$ cat config.mk
export PLATFORM = sky130hd
export DESIGN_NAME = engine_aux_controller_unit
export DESIGN_NICKNAME = d
export VERILOG_FILES = /design/src/hdl/eac_pkg.sv /design/src/hdl/eac_rules.sv /design/src/hdl/engine_aux_controller_unit.sv
export SDC_FILE = /design/constraint.sdc
export NUM_CORES = 1
export LEC_CHECK = 0
export ABC_CLOCK_PERIOD_IN_PS = 15600
export BUFFER_PORTS_ARGS = -buffer_cell sky130_fd_sc_hd__buf_4
export CAP_MARGIN = 20
export CORE_MARGIN = 2
export CORE_UTILIZATION = 55
export DETAILED_ROUTE_END_ITERATION = 7
export HOLD_SLACK_MARGIN = 0.15
export PLACE_DENSITY = 0.76
export SYNTH_ARGS = -nofsm -noshare
export SYNTH_HDL_FRONTEND = slang
export SYNTH_SLANG_ARGS = --single-unit
$ cat constraint.sdc
create_clock -name clk -period 15.6 [get_ports clk]
set_clock_uncertainty 0.15 [all_clocks]
set_input_delay 1.56 -clock clk [delete_from_list [all_inputs] [get_ports clk]]
set_output_delay 1.56 -clock clk [all_outputs]
set_load 0.01 [all_outputs]
$ cat src/hdl/eac_pkg.sv
`default_nettype none

package eac_pkg;

  // Frame identifiers and steering commands
  localparam logic [28:0] ID_RPM   = 29'd218099784;
  localparam logic [28:0] ID_TEMP  = 29'd218101064;
  localparam logic [28:0] ID_STEER = 29'd0;
  localparam logic [7:0]  CMD_UP   = 8'd10;
  localparam logic [7:0]  CMD_DOWN = 8'd11;

  // Item kinds
  localparam logic ACTION_FRAME = 1'b0;
  localparam logic ACTION_TICK  = 1'b1;

  // Shift timing in ticks
  localparam logic [4:0] SPARK_CUT_TICKS = 5'd10;
  localparam logic [4:0] SOLENOID_TICKS  = 5'd20;

  // Status pulse
  localparam logic [3:0] STATUS_PERIOD = 4'd10;
  localparam logic [3:0] MSG_TIMER_MAX = 4'd15;

  // Configuration register indexes
  localparam int CFG_INDEX_W = 3;
  localparam logic [CFG_INDEX_W-1:0] CFG_PUMP_ON_RPM   = 3'd0;
  localparam logic [CFG_INDEX_W-1:0] CFG_FAN_ON_TEMP   = 3'd1;
  localparam logic [CFG_INDEX_W-1:0] CFG_FAN_OFF_TEMP  = 3'd2;
  localparam logic [CFG_INDEX_W-1:0] CFG_FAN_MIN_RPM   = 3'd3;
  localparam logic [CFG_INDEX_W-1:0] CFG_FAN_CUT_RPM   = 3'd4;
  localparam logic [CFG_INDEX_W-1:0] CFG_FUEL_CUT_RPM  = 3'd5;
  localparam logic [CFG_INDEX_W-1:0] CFG_ENGINE_OFF_MS = 3'd6;
  localparam logic [CFG_INDEX_W-1:0] CFG_AFTERRUN_MS   = 3'd7;

  typedef enum logic [1:0] {
    PH_IDLE = 2'd0,
    PH_CUT  = 2'd1,
    PH_HOLD = 2'd2
  } shift_phase_t;

  typedef struct packed {
    logic [15:0]        pump_on_rpm;
    logic signed [15:0] fan_on_temp;
    logic signed [15:0] fan_off_temp;
    logic [15:0]        fan_min_rpm;
    logic [15:0]        fan_cut_rpm;
    logic [15:0]        fuel_cut_rpm;
    logic [15:0]        engine_off_ms;
    logic [15:0]        afterrun_ms;
  } cfg_t;

  typedef struct packed {
    logic        action;
    logic [28:0] frame_id;
    logic [7:0]  data_byte0;
    logic [7:0]  data_byte1;
    logic [7:0]  data_byte4;
    logic [7:0]  data_byte5;
    logic        neutral_level;
  } item_t;

  typedef struct packed {
    logic [15:0]        engine_rpm;
    logic signed [15:0] coolant_tenths;
    logic [15:0]        engine_off_timer;
    logic [15:0]        pump_timer;
    logic [3:0]         message_timer;
    logic               afterrun_started;
    logic               pump_level;
    logic               fan_level;
    logic               led_level;
    shift_phase_t       shift_phase;
    logic               shift_is_down;
    logic [4:0]         shift_timer;
  } state_t;

  typedef struct packed {
    logic pump_on;
    logic fan_on;
    logic fuel_enable;
    logic spark_enable;
    logic shift_up_drive;
    logic shift_down_drive;
    logic activity_led;
    logic status_send;
    logic status_neutral;
    logic status_fuel_flag;
  } result_t;

  function automatic logic [15:0] sat_inc16(input logic [15:0] v);
    sat_inc16 = (v == 16'hFFFF) ? v : v + 16'd1;
  endfunction

endpackage

`default_nettype wire

$ cat src/hdl/eac_rules.sv
`default_nettype none

module eac_rules (
  input  wire eac_pkg::cfg_t    cfg,
  input  wire eac_pkg::state_t  state,
  input  wire eac_pkg::item_t   item,
  output eac_pkg::state_t  state_next,
  output eac_pkg::result_t result
);

  eac_pkg::state_t s;
  logic            fuel;
  logic            send;
  logic            fan_zone;

  always_comb begin
    s = state;

    // Apply the item itself
    if (item.action == eac_pkg::ACTION_FRAME) begin
      s.led_level = ~s.led_level;
      if (item.frame_id == eac_pkg::ID_RPM) begin
        s.engine_rpm       = {item.data_byte1, item.data_byte0};
        s.pump_timer       = 16'd0;
        s.engine_off_timer = 16'd0;
        s.afterrun_started = 1'b0;
        if (s.engine_rpm > cfg.pump_on_rpm) begin
          s.pump_level = 1'b1;
        end
      end
      if (item.frame_id == eac_pkg::ID_STEER && s.shift_phase == eac_pkg::PH_IDLE &&
          (item.data_byte0 == eac_pkg::CMD_UP || item.data_byte0 == eac_pkg::CMD_DOWN)) begin
        s.shift_phase   = eac_pkg::PH_CUT;
        s.shift_timer   = 5'd0;
        s.shift_is_down = (item.data_byte0 == eac_pkg::CMD_DOWN);
      end
      if (item.frame_id == eac_pkg::ID_TEMP) begin
        s.coolant_tenths = {item.data_byte5, item.data_byte4};
      end
    end else begin
      s.engine_off_timer = eac_pkg::sat_inc16(s.engine_off_timer);
      s.pump_timer       = eac_pkg::sat_inc16(s.pump_timer);
      if (s.message_timer < eac_pkg::MSG_TIMER_MAX) begin
        s.message_timer = s.message_timer + 4'd1;
      end
      case (s.shift_phase)
        eac_pkg::PH_CUT: begin
          s.shift_timer = s.shift_timer + 5'd1;
          if (s.shift_timer >= eac_pkg::SPARK_CUT_TICKS) begin
            s.shift_phase = eac_pkg::PH_HOLD;
            s.shift_timer = 5'd0;
          end
        end
        eac_pkg::PH_HOLD: begin
          s.shift_timer = s.shift_timer + 5'd1;
          if (s.shift_timer >= eac_pkg::SOLENOID_TICKS) begin
            s.shift_phase = eac_pkg::PH_IDLE;
            s.shift_timer = 5'd0;
          end
        end
        default: begin
          s.shift_phase = eac_pkg::PH_IDLE;
          s.shift_timer = 5'd0;
        end
      endcase
    end

    // Engine-off detection starts the pump after-run
    if (s.engine_off_timer >= cfg.engine_off_ms && s.pump_level && !s.afterrun_started) begin
      s.pump_level       = 1'b1;
      s.fan_level        = 1'b0;
      s.engine_rpm       = 16'd0;
      s.pump_timer       = 16'd0;
      s.afterrun_started = 1'b1;
    end
    if (s.pump_timer >= cfg.afterrun_ms) begin
      s.pump_level = 1'b0;
      s.pump_timer = 16'd0;
    end

    // Fan hysteresis, then the low-rpm override
    fan_zone = (s.engine_rpm > cfg.fan_min_rpm);
    if (fan_zone && s.coolant_tenths >= cfg.fan_on_temp) begin
      s.fan_level = 1'b1;
    end else if (fan_zone && s.coolant_tenths <= cfg.fan_off_temp) begin
      s.fan_level = 1'b0;
    end
    if (s.engine_rpm < cfg.fan_cut_rpm) begin
      s.fan_level = 1'b0;
    end

    fuel = !(s.engine_rpm > cfg.fuel_cut_rpm && !item.neutral_level);

    send = 1'b0;
    if (s.message_timer > eac_pkg::STATUS_PERIOD) begin
      s.message_timer = 4'd0;
      send            = 1'b1;
    end

    state_next = s;

    result.pump_on          = s.pump_level;
    result.fan_on           = s.fan_level;
    result.fuel_enable      = fuel;
    result.spark_enable     = !(s.shift_phase == eac_pkg::PH_CUT ||
                                s.shift_phase == eac_pkg::PH_HOLD);
    result.shift_up_drive   = (s.shift_phase == eac_pkg::PH_HOLD) && !s.shift_is_down;
    result.shift_down_drive = (s.shift_phase == eac_pkg::PH_HOLD) && s.shift_is_down;
    result.activity_led     = s.led_level;
    result.status_send      = send;
    result.status_neutral   = send & item.neutral_level;
    result.status_fuel_flag = send & fuel;
  end

endmodule

`default_nettype wire

$ cat src/hdl/engine_aux_controller_unit.sv
`default_nettype none

// Channel   Direction  Handshake            Payload
// -------   ---------  -------------------  ---------------------------------------------
// in        input      in_valid / in_ready  action, frame_id, data_byte0/1/4/5,
//                                           neutral_level
// out       output     out_valid/out_ready  pump_on, fan_on, fuel_enable, spark_enable,
//                                           shift_up/down_drive, activity_led, status_*
// cfg       input      cfg_write            cfg_index (3 bits), cfg_data (16 bits)
//
// One word in, one word out. The input word is captured in an input register
// at its accepting edge, then the rule logic updates the controller state and
// loads the result register once it is free. A new word is taken every cycle
// unless the output stalls; the single rule pass between the registers sets that rate.
// Reset (synchronous, rst high) restores the register defaults, clears the
// timers and shift sequencer, and sets the activity LED level.
// A stalled output holds the result register and, behind it, the input register.

module engine_aux_controller_unit (
  input  wire logic        clk,
  input  wire logic        rst,

  input  wire logic        in_valid,
  output logic             in_ready,
  input  wire logic        action,
  input  wire logic [28:0] frame_id,
  input  wire logic [7:0]  data_byte0,
  input  wire logic [7:0]  data_byte1,
  input  wire logic [7:0]  data_byte4,
  input  wire logic [7:0]  data_byte5,
  input  wire logic        neutral_level,

  output logic             out_valid,
  input  wire logic        out_ready,
  output logic             pump_on,
  output logic             fan_on,
  output logic             fuel_enable,
  output logic             spark_enable,
  output logic             shift_up_drive,
  output logic             shift_down_drive,
  output logic             activity_led,
  output logic             status_send,
  output logic             status_neutral,
  output logic             status_fuel_flag,

  input  wire logic                            cfg_write,
  input  wire logic [eac_pkg::CFG_INDEX_W-1:0] cfg_index,
  input  wire logic [15:0]                     cfg_data
);

  eac_pkg::cfg_t    cfg;
  eac_pkg::state_t  state;
  eac_pkg::state_t  state_next;
  eac_pkg::item_t   item;
  eac_pkg::result_t result;
  eac_pkg::result_t result_next;
  logic             item_valid;
  logic             advance;

  // Move the captured word into the result register when that register is free
  assign advance  = item_valid && (!out_valid || out_ready);
  assign in_ready = !item_valid || advance;

  // Configuration registers
  always_ff @(posedge clk) begin
    if (rst) begin
      cfg.pump_on_rpm   <= 16'd1500;
      cfg.fan_on_temp   <= 16'sd1500;
      cfg.fan_off_temp  <= 16'sd1300;
      cfg.fan_min_rpm   <= 16'd2200;
      cfg.fan_cut_rpm   <= 16'd1000;
      cfg.fuel_cut_rpm  <= 16'd10500;
      cfg.engine_off_ms <= 16'd1500;
      cfg.afterrun_ms   <= 16'd13500;
    end else if (cfg_write) begin
      unique case (cfg_index)
        eac_pkg::CFG_PUMP_ON_RPM:   cfg.pump_on_rpm   <= cfg_data;
        eac_pkg::CFG_FAN_ON_TEMP:   cfg.fan_on_temp   <= cfg_data;
        eac_pkg::CFG_FAN_OFF_TEMP:  cfg.fan_off_temp  <= cfg_data;
        eac_pkg::CFG_FAN_MIN_RPM:   cfg.fan_min_rpm   <= cfg_data;
        eac_pkg::CFG_FAN_CUT_RPM:   cfg.fan_cut_rpm   <= cfg_data;
        eac_pkg::CFG_FUEL_CUT_RPM:  cfg.fuel_cut_rpm  <= cfg_data;
        eac_pkg::CFG_ENGINE_OFF_MS: cfg.engine_off_ms <= cfg_data;
        eac_pkg::CFG_AFTERRUN_MS:   cfg.afterrun_ms   <= cfg_data;
        default: ;
      endcase
    end
  end

  // Input register: capture a word whenever the slot is free or draining
  always_ff @(posedge clk) begin
    if (rst) begin
      item_valid <= 1'b0;
    end else if (in_ready) begin
      item_valid <= in_valid;
    end
  end

  always_ff @(posedge clk) begin
    if (in_ready && in_valid) begin
      item.action        <= action;
      item.frame_id      <= frame_id;
      item.data_byte0    <= data_byte0;
      item.data_byte1    <= data_byte1;
      item.data_byte4    <= data_byte4;
      item.data_byte5    <= data_byte5;
      item.neutral_level <= neutral_level;
    end
  end

  eac_rules u_rules (
    .cfg        (cfg),
    .state      (state),
    .item       (item),
    .state_next (state_next),
    .result     (result_next)
  );

  // Controller state: advance once per word, in order
  always_ff @(posedge clk) begin
    if (rst) begin
      state.engine_rpm       <= 16'd0;
      state.coolant_tenths   <= 16'sd0;
      state.engine_off_timer <= 16'd0;
      state.pump_timer       <= 16'd0;
      state.message_timer    <= 4'd0;
      state.afterrun_started <= 1'b0;
      state.pump_level       <= 1'b0;
      state.fan_level        <= 1'b0;
      state.led_level        <= 1'b1;
      state.shift_phase      <= eac_pkg::PH_IDLE;
      state.shift_is_down    <= 1'b0;
      state.shift_timer      <= 5'd0;
    end else if (advance) begin
      state <= state_next;
    end
  end

  // Result register: hold while the consumer stalls
  always_ff @(posedge clk) begin
    if (rst) begin
      out_valid <= 1'b0;
    end else if (!out_valid || out_ready) begin
      out_valid <= item_valid;
    end
  end

  always_ff @(posedge clk) begin
    if (advance) begin
      result <= result_next;
    end
  end

  assign pump_on          = result.pump_on;
  assign fan_on           = result.fan_on;
  assign fuel_enable      = result.fuel_enable;
  assign spark_enable     = result.spark_enable;
  assign shift_up_drive   = result.shift_up_drive;
  assign shift_down_drive = result.shift_down_drive;
  assign activity_led     = result.activity_led;
  assign status_send      = result.status_send;
  assign status_neutral   = result.status_neutral;
  assign status_fuel_flag = result.status_fuel_flag;

`ifndef SYNTHESIS
  // The status counter is cleared as soon as it passes its period
  a_msg_timer_bound: assert property (@(posedge clk) disable iff (rst)
    state.message_timer <= eac_pkg::STATUS_PERIOD)
    else $error("message timer above status period");

  // A solenoid is only driven with spark cut, and never both at once
  a_solenoid_spark: assert property (@(posedge clk) disable iff (rst)
    out_valid && (shift_up_drive || shift_down_drive) |-> !spark_enable &&
      !(shift_up_drive && shift_down_drive))
    else $error("solenoid drive without spark cut");

  // Status payload bits are quiet when no status word goes out
  a_status_quiet: assert property (@(posedge clk) disable iff (rst)
    out_valid && !status_send |-> !status_neutral && !status_fuel_flag)
    else $error("status bits set without status send");

  // The shift timer never runs past the solenoid hold time
  a_shift_timer_bound: assert property (@(posedge clk) disable iff (rst)
    state.shift_timer < eac_pkg::SOLENOID_TICKS)
    else $error("shift timer out of range");
`endif

endmodule

`default_nettype wire

==> key figures, run 1 <==
Drt
  – Post-route ant nets: 0
  – Post-Route WL: roughly 37 mm
  – First-pass iteration count of the detailed router: 5
  – DR vias/cell: between 5 and 6
  – Drt drc: 0
  – First DRT Iteration DRCs: about 1.1k
  – Via count: between 10k and 15k
  – Mean routed wirelength per cell: between 15 and 20 um

Cells and area
  – Filler instances: ~2.1k
  – Ant diodes: 0
  – Area Growth Syn to Fin: 13.0%
  – Top reg by flops: cfg
  – Biggest registers after layout: cfg: 128 flops, state: 80 flops, item: 63 flops
  – Share of layout cells above drive strength 1: 0.110
  – Layout Nets: 1985
  – Max reg flops: ~130

Yosys
  – Yosys cell types: 62
  – Post-synth top area cell: dfxtp_1
  – Top cells by area, synth: dfxtp_1 (29%), edfxtp_1 (15%), ha_1 (12%)
  – Synthesized area: between 10000 and 15000 sq um
  – Most frequent cells after synthesis: nand2_1 (315), dfxtp_1 (210), a21oi_1 (181)
  – Cells after Synth: 1712
  – Seq/Total Area, Yosys: 0.439
  – Synth top area share: 0.289
  – Main synth FF type: dfxtp_1
  – Syn nets: 1935
  – Syn_area_per_cell: 8.51 sq um
  – Syn. warnings: 0
  – Register bit total from synthesis: about 280
  – Post-synth EDFFs: 73
  – Asr flop ratio synth: 0
  – Top-count cell post-synth: nand2_1

Setup path
  – Req. time, crit path: approximately 16 ns
  – Arr. time, crit path: 7.08 ns
  – Crit end category: flip-flop
  – Crit path launch type: flip-flop
  – Setup Crit Path Kind: flip-flop to flip-flop
  – Crit Path Max Fanout: 30

Clock tree
  – Clock H-tree levels: 1
  – Clock Latency Late Sink: around 0.55 ns
  – Cts repair resizes: 0
  – CTS tree: done
  – Clock Sink Count: approximately 280
  – Post-cts hold buffer count: 0
  – Clock Tree Root: clkbuf_16
  – CTS buffer count: 30
  – Clock-pin slew on the worst setup and hold paths: ~0.060 ns
  – Postcts setup bufs: 0
  – Clock Tree Buf Depth: 3

Power and ir drop
  – Static leakage: roughly 0.0067 uW
  – Tot Pwr: about 1600 uW
  – Comb power frac: 0.078
  – Net load switching power: ~380 uW
  – Peak supply drop: between 0.08 and 0.09 mV
  – Register share of total power: 0.481
  – Int Power: 1260 uW
  – Switching Share: 0.231
  – Clock power share: 0.441
  – Cell Pwr Density: ~100 nW/um^2

Timing
  – Fmax achieved: approximately 0.14 GHz
  – Final Hold Vio Count: 0
  – # setup viols final: 0
  – Rel. slew slack: 0.243
  – Final worst-path cycle share: 0.445
  – Tightest Pin Transition: ~1.1 ns
  – Max-slew violation count: 0
  – Final min period: 6.94 ns
  – RSZ-0062 raised after global routing: false
  – Setup TNS: 0 ns

GRT
  – Overall Global Routing Usage: 0.260
  – GR Overflow Total: 0
  – First-pass GRT wire length: 59.4 mm
  – Initial antenna violation count: 0
  – Vias in the first global route: 11.8k
  – Largest net degree at the start of global routing: approximately 110

Status
  – Status: complete, no violations

Die
  – Initial core utilization: 0.559
  – IO Count: a little under 100
  – Die height: between 150 and 200 um
  – # rows: slightly below 60
  – CORE AREA: about 26000 sq um
  – Die area: between 20000 and 30000 sq um
  – Die Wd: 167 um

Placed design
  – Hpwl dp: ~25 mm
  – Port Buffers: 98
  – Routability cong.: roughly 0.90

Hold path
  – Tightest Hold Check Type: flip-flop to flip-flop

Run
  – Max Cap Viol: 0
## area by class of cell
class,instances,area (sq um),area share
Clock buffer,46,882,0.0536
Clock inverter,10,130,0.00791
Inverter,133,499,0.0303
Multi-Input combinational cell,1206,7320,0.445
Sequential cell,283,6400,0.389
Tap cell,335,419,0.0255
Timing Repair Buffer,108,815,0.0495
## final timing paths
kind	from	end	slack [ns]	cells past startpoint
worst max-delay path	item[38]$_DFFE_PP_	fan_on$_DFFE_PP_	8.66	21
worst min-delay path	cfg[36]$_SDFFE_PP0P_	cfg[36]$_SDFFE_PP0P_	0.30	2
worst max register to register	item[38]$_DFFE_PP_	fan_on$_DFFE_PP_	8.66	21
worst min register to register	cfg[36]$_SDFFE_PP0P_	cfg[36]$_SDFFE_PP0P_	0.30	2
## cells in the final DEF, fill, tap and decap left out, types with 35 or more instances in the layout
cell type,count
nand2_1,315
dfxtp_1,210
a21oi_1,181
nor2_1,147
ha_1,136
inv_1,131
buf_4,107
edfxtp_1,73
nand3_1,47
o21ai_0,40
nor3_1,38
nand4_1,38
a211o_1,35
## cell families after synthesis
family / after synthesis / synth area share
compound gates: 362 / 0.156
xor+xnor: 4 / 0.00241
fa+ha+maj: 136 / 0.117
buf+inv: 223 / 0.0601
flops: 283 / 0.439
mux: 25 / 0.0186
simple gates: 679 / 0.208
## power by group through the flow
stage / sequential (uW) / combinational [uW] / clock (uW)
after global routing: 794 / 143 / 766
after detailed placement: 807 / 126 / 0
after floorplan: 802 / 81.4 / 0
final: 791 / 127 / 725
after CTS: 791 / 127 / 731
after global placement: 806 / 123 / 0
## critical path, stage by stage, from the launching register on
cell,delay [ns]
edfxtp_1,0.36
nor4_1,0.32
nand3_1,0.29
or4_1,1.07
nand3_1,0.24
o21ai_0,0.15
ha_1,0.35
nand2_1,0.06
o21ai_0,0.21
a211oi_1,0.08
o31ai_1,0.39
o21a_2,0.68
a21oi_1,0.24
ha_1,0.38
and3_1,0.19
nand4_1,0.20
a311oi_1,0.35
nor3_1,0.12
a21oi_1,0.29
o21ai_0,0.22
a31oi_1,0.26
nor2_1,0.06
## per-stage QoR
stage	hold slack (ns)	utilization	worst slack, ns	cell area (sq um)	std cells
floorplan	0.286	-	10.25	14600	1712
global placement	0.291	0.593	9.16	15400	2065
detailed placement	0.296	0.593	8.95	15400	2065
CTS	0.305	0.632	8.87	16500	2121
global route	0.315	0.632	8.17	16500	2121
finish	0.303	0.632	8.66	16500	2121
## layer usage
metal | routed length [um] | vias up | track usage
met5 | 0 | - | 0
met4 | 1130 | 0 | 0.0776
met3 | 2240 | 68 | 0.0276
met2 | 17100 | 380 | 0.438
met1 | 16100 | 5762 | 0.356
li1 | - | 6045 | -
Power figures use the tool's default switching activity.
==> run 2: changes to the inputs <==
Settings changed: ABC_CLOCK_PERIOD_IN_PS 15600 to 6200, PLACE_DENSITY 0.76 to 0.78.
Clock period 15.6 ns to 6.2 ns, I/O delays scaled along.
==> run 2 against run 1 <==
Design area increased by 4.5%. Count of clock-buffer cells in the layout decreased by 1. Total power increased by 150%.
==> key figures, run 2 (synthesized netlist as in run 1, its figures left out) <==
Cells and area
  – Non-Filler Instances: about 2.2k
  – Biggest registers after layout: cfg: 128 flops, state: 80 flops, item: 63 flops
  – Area Growth Syn to Fin: 18.0%
  – Commonest non-fill, non-tap cell in the layout: nand2_1
  – Max reg flops: ~130
  – Share of layout cells above drive strength 1: 0.114
  – Layout Nets: approximately 2.1k
  – Commonest non-fill, non-tap cells in the layout: nand2_1 (315), dfxtp_1 (210), a21oi_1 (181)
  – Top reg by flops: cfg
  – Ant diodes: 0

Power and ir drop
  – Peak supply drop: 0.275 mV
  – Tot Pwr: roughly 4100 uW
  – Static leakage: ~0.0070 uW
  – Cell Pwr Density: around 240 nW/um^2

GRT
  – Vias in the first global route: between 10k and 15k
  – Initial antenna violation count: 0
  – Largest net degree at the start of global routing: 110
  – First-pass GRT wire length: ~63 mm
  – Overall Global Routing Usage: 0.277
  – GR Overflow Total: 0

Clock tree
  – CTS buffer count: 29
  – Clock H-tree levels: 1
  – Clock Tree Buf Depth: 3
  – Clock Latency Late Sink: approximately 0.56 ns
  – Clock Sink Count: roughly 280
  – CTS tree: done
  – Clock-pin slew on the worst setup and hold paths: ~0.060 ns
  – Clock Tree Root: clkbuf_16

Die
  – Die Wd: 167 um
  – IO Count: a little under 100
  – Initial core utilization: 0.559
  – # rows: 59
  – CORE AREA: 26100 sq um
  – Die area: between 20000 and 30000 sq um
  – Die height: between 150 and 200 um

Timing
  – Final worst-path cycle share: 0.977
  – Setup ws final: roughly 0.14 ns
  – Rel. slew slack: 0.253
  – Final Hold Vio Count: 0
  – RSZ-0062 raised after global routing: true
  – Tightest Pin Transition: around 1.1 ns
  – Final min period: 6.06 ns
  – # setup viols final: 0
  – Max-slew violation count: 0
  – Fmax achieved: roughly 0.17 GHz

Status
  – Status: complete, no violations

Setup path
  – Arr. time, crit path: approximately 6.4 ns
  – Crit end category: flip-flop
  – Crit path launch type: flip-flop
  – Req. time, crit path: about 6.5 ns
  – Setup Crit Path Kind: flip-flop to flip-flop
  – Crit Path Max Fanout: 11

Hold path
  – Tightest Hold Check Type: input port to flip-flop

Placed design
  – Hpwl dp: 26.4 mm
  – Placed insts: just over 2k
  – Pre-CTS setup slack: ~0.33 ns
  – Port Buffers: 98
  – Routability cong.: about 0.91

Drt
  – Drt drc: 0
  – Post-Route WL: slightly below 40 mm
  – Via count: 12.9k
  – First-pass iteration count of the detailed router: 7
  – Mean routed wirelength per cell: 18.1 um
  – Post-route ant nets: 0
  – DR vias/cell: slightly below 6
  – First DRT Iteration DRCs: approximately 1.3k

Run
  – Max Cap Viol: 0
-- run 2: cell types whose count changed in the layout (fill, tap and decap cells not counted), sizes merged --
cell,change
inv,+1
dlygate4sd3,+64
or4,+1
clkinv,-1
bufinv,-3
clkbuf,-1
buf,+16
-- run 2: layer usage --
| layer | vias to the layer above | track usage | part of all wire |
|---|---|---|---|
| met2 | 499 | 0.473 | 0.48 |
| li1 | 6208 | - | - |
| met1 | 6097 | 0.361 | 0.41 |
| met3 | 102 | 0.0416 | 0.076 |
| met5 | - | 0 | 0 |
| met4 | 0 | 0.0903 | 0.032 |
-- run 2: timing repair --
item / CTS / global route
gates resized for setup: 0 / 1
endpoints found under the setup margin: 0 / 9
buffers inserted: 0 / 2
hold buffers: 64 / 0
endpoints found under the hold margin: 64 / 0
-- run 2: report_power, final --
group / switching (uW) / internal, uW / total, uW / leakage, uW
Sequential: 33.9 / 1960 / 1990 / 0.00241
Combinational: 215 / 153 / 369 / 0.00413
Clock: 741 / 999 / 1740 / 0.000472
Total: 990 / 3110 / 4100 / 0.00701
-- run 2: worst max-delay path, cell delays in order, from the launching register on --
cell	delay, ns
edfxtp_1	0.37
nand4_1	0.13
or4_4	0.61
or4_4	0.66
nand3_1	0.13
o21a_1	0.14
ha_1	0.23
nor3b_1	0.21
o21ai_0	0.14
a211oi_1	0.26
o31ai_1	0.14
o21a_2	0.22
or2_2	0.35
a311oi_1	0.35
ha_1	0.32
a21oi_1	0.13
nor2b_1	0.06
o21ai_0	0.17
o211ai_1	0.13
a41oi_1	0.24
nor3b_1	0.44
a41oi_1	0.22
o22ai_1	0.18
-- run 2: layout make-up --
| type | count | area (sq um) |
|---|---|---|
| Clock buffer | 45 | 901 |
| Sequential cell | 283 | 6400 |
| Clock inverter | 7 | 47.5 |
| Tap cell | 335 | 419 |
| Timing Repair Buffer | 188 | 1600 |
| Fill cell | 2084 | 8860 |
| Multi-Input combinational cell | 1207 | 7330 |
| Inverter | 133 | 499 |
-- run 2: per-stage QoR --
stage | area (sq um) | setup TNS (ns) | hold slack [ns] | utilization
after floorplan | 14600 | 0 | 0.286 | -
after global placement | 15500 | 0 | 0.291 | 0.597
after detailed placement | 15600 | 0 | 0.297 | 0.597
after CTS | 17100 | 0 | 0.221 | 0.658
after global routing | 17200 | -0.0257 | 0.227 | 0.660
final | 17200 | 0 | 0.240 | 0.660
-- run 2: final timing paths --
path,from,endpoint,slack [ns],cells past startpoint
setup / recovery,item[53]$_DFFE_PP_,state[17]$_SDFFE_PP0P_,0.14,22
hold / removal,out_ready,out_valid$_SDFFE_PP0P_,0.24,4
hold reg to reg,state[73]$_SDFFE_PP0P_,state[73]$_SDFFE_PP0P_,0.30,2
setup reg to reg,item[53]$_DFFE_PP_,state[17]$_SDFFE_PP0P_,0.14,22
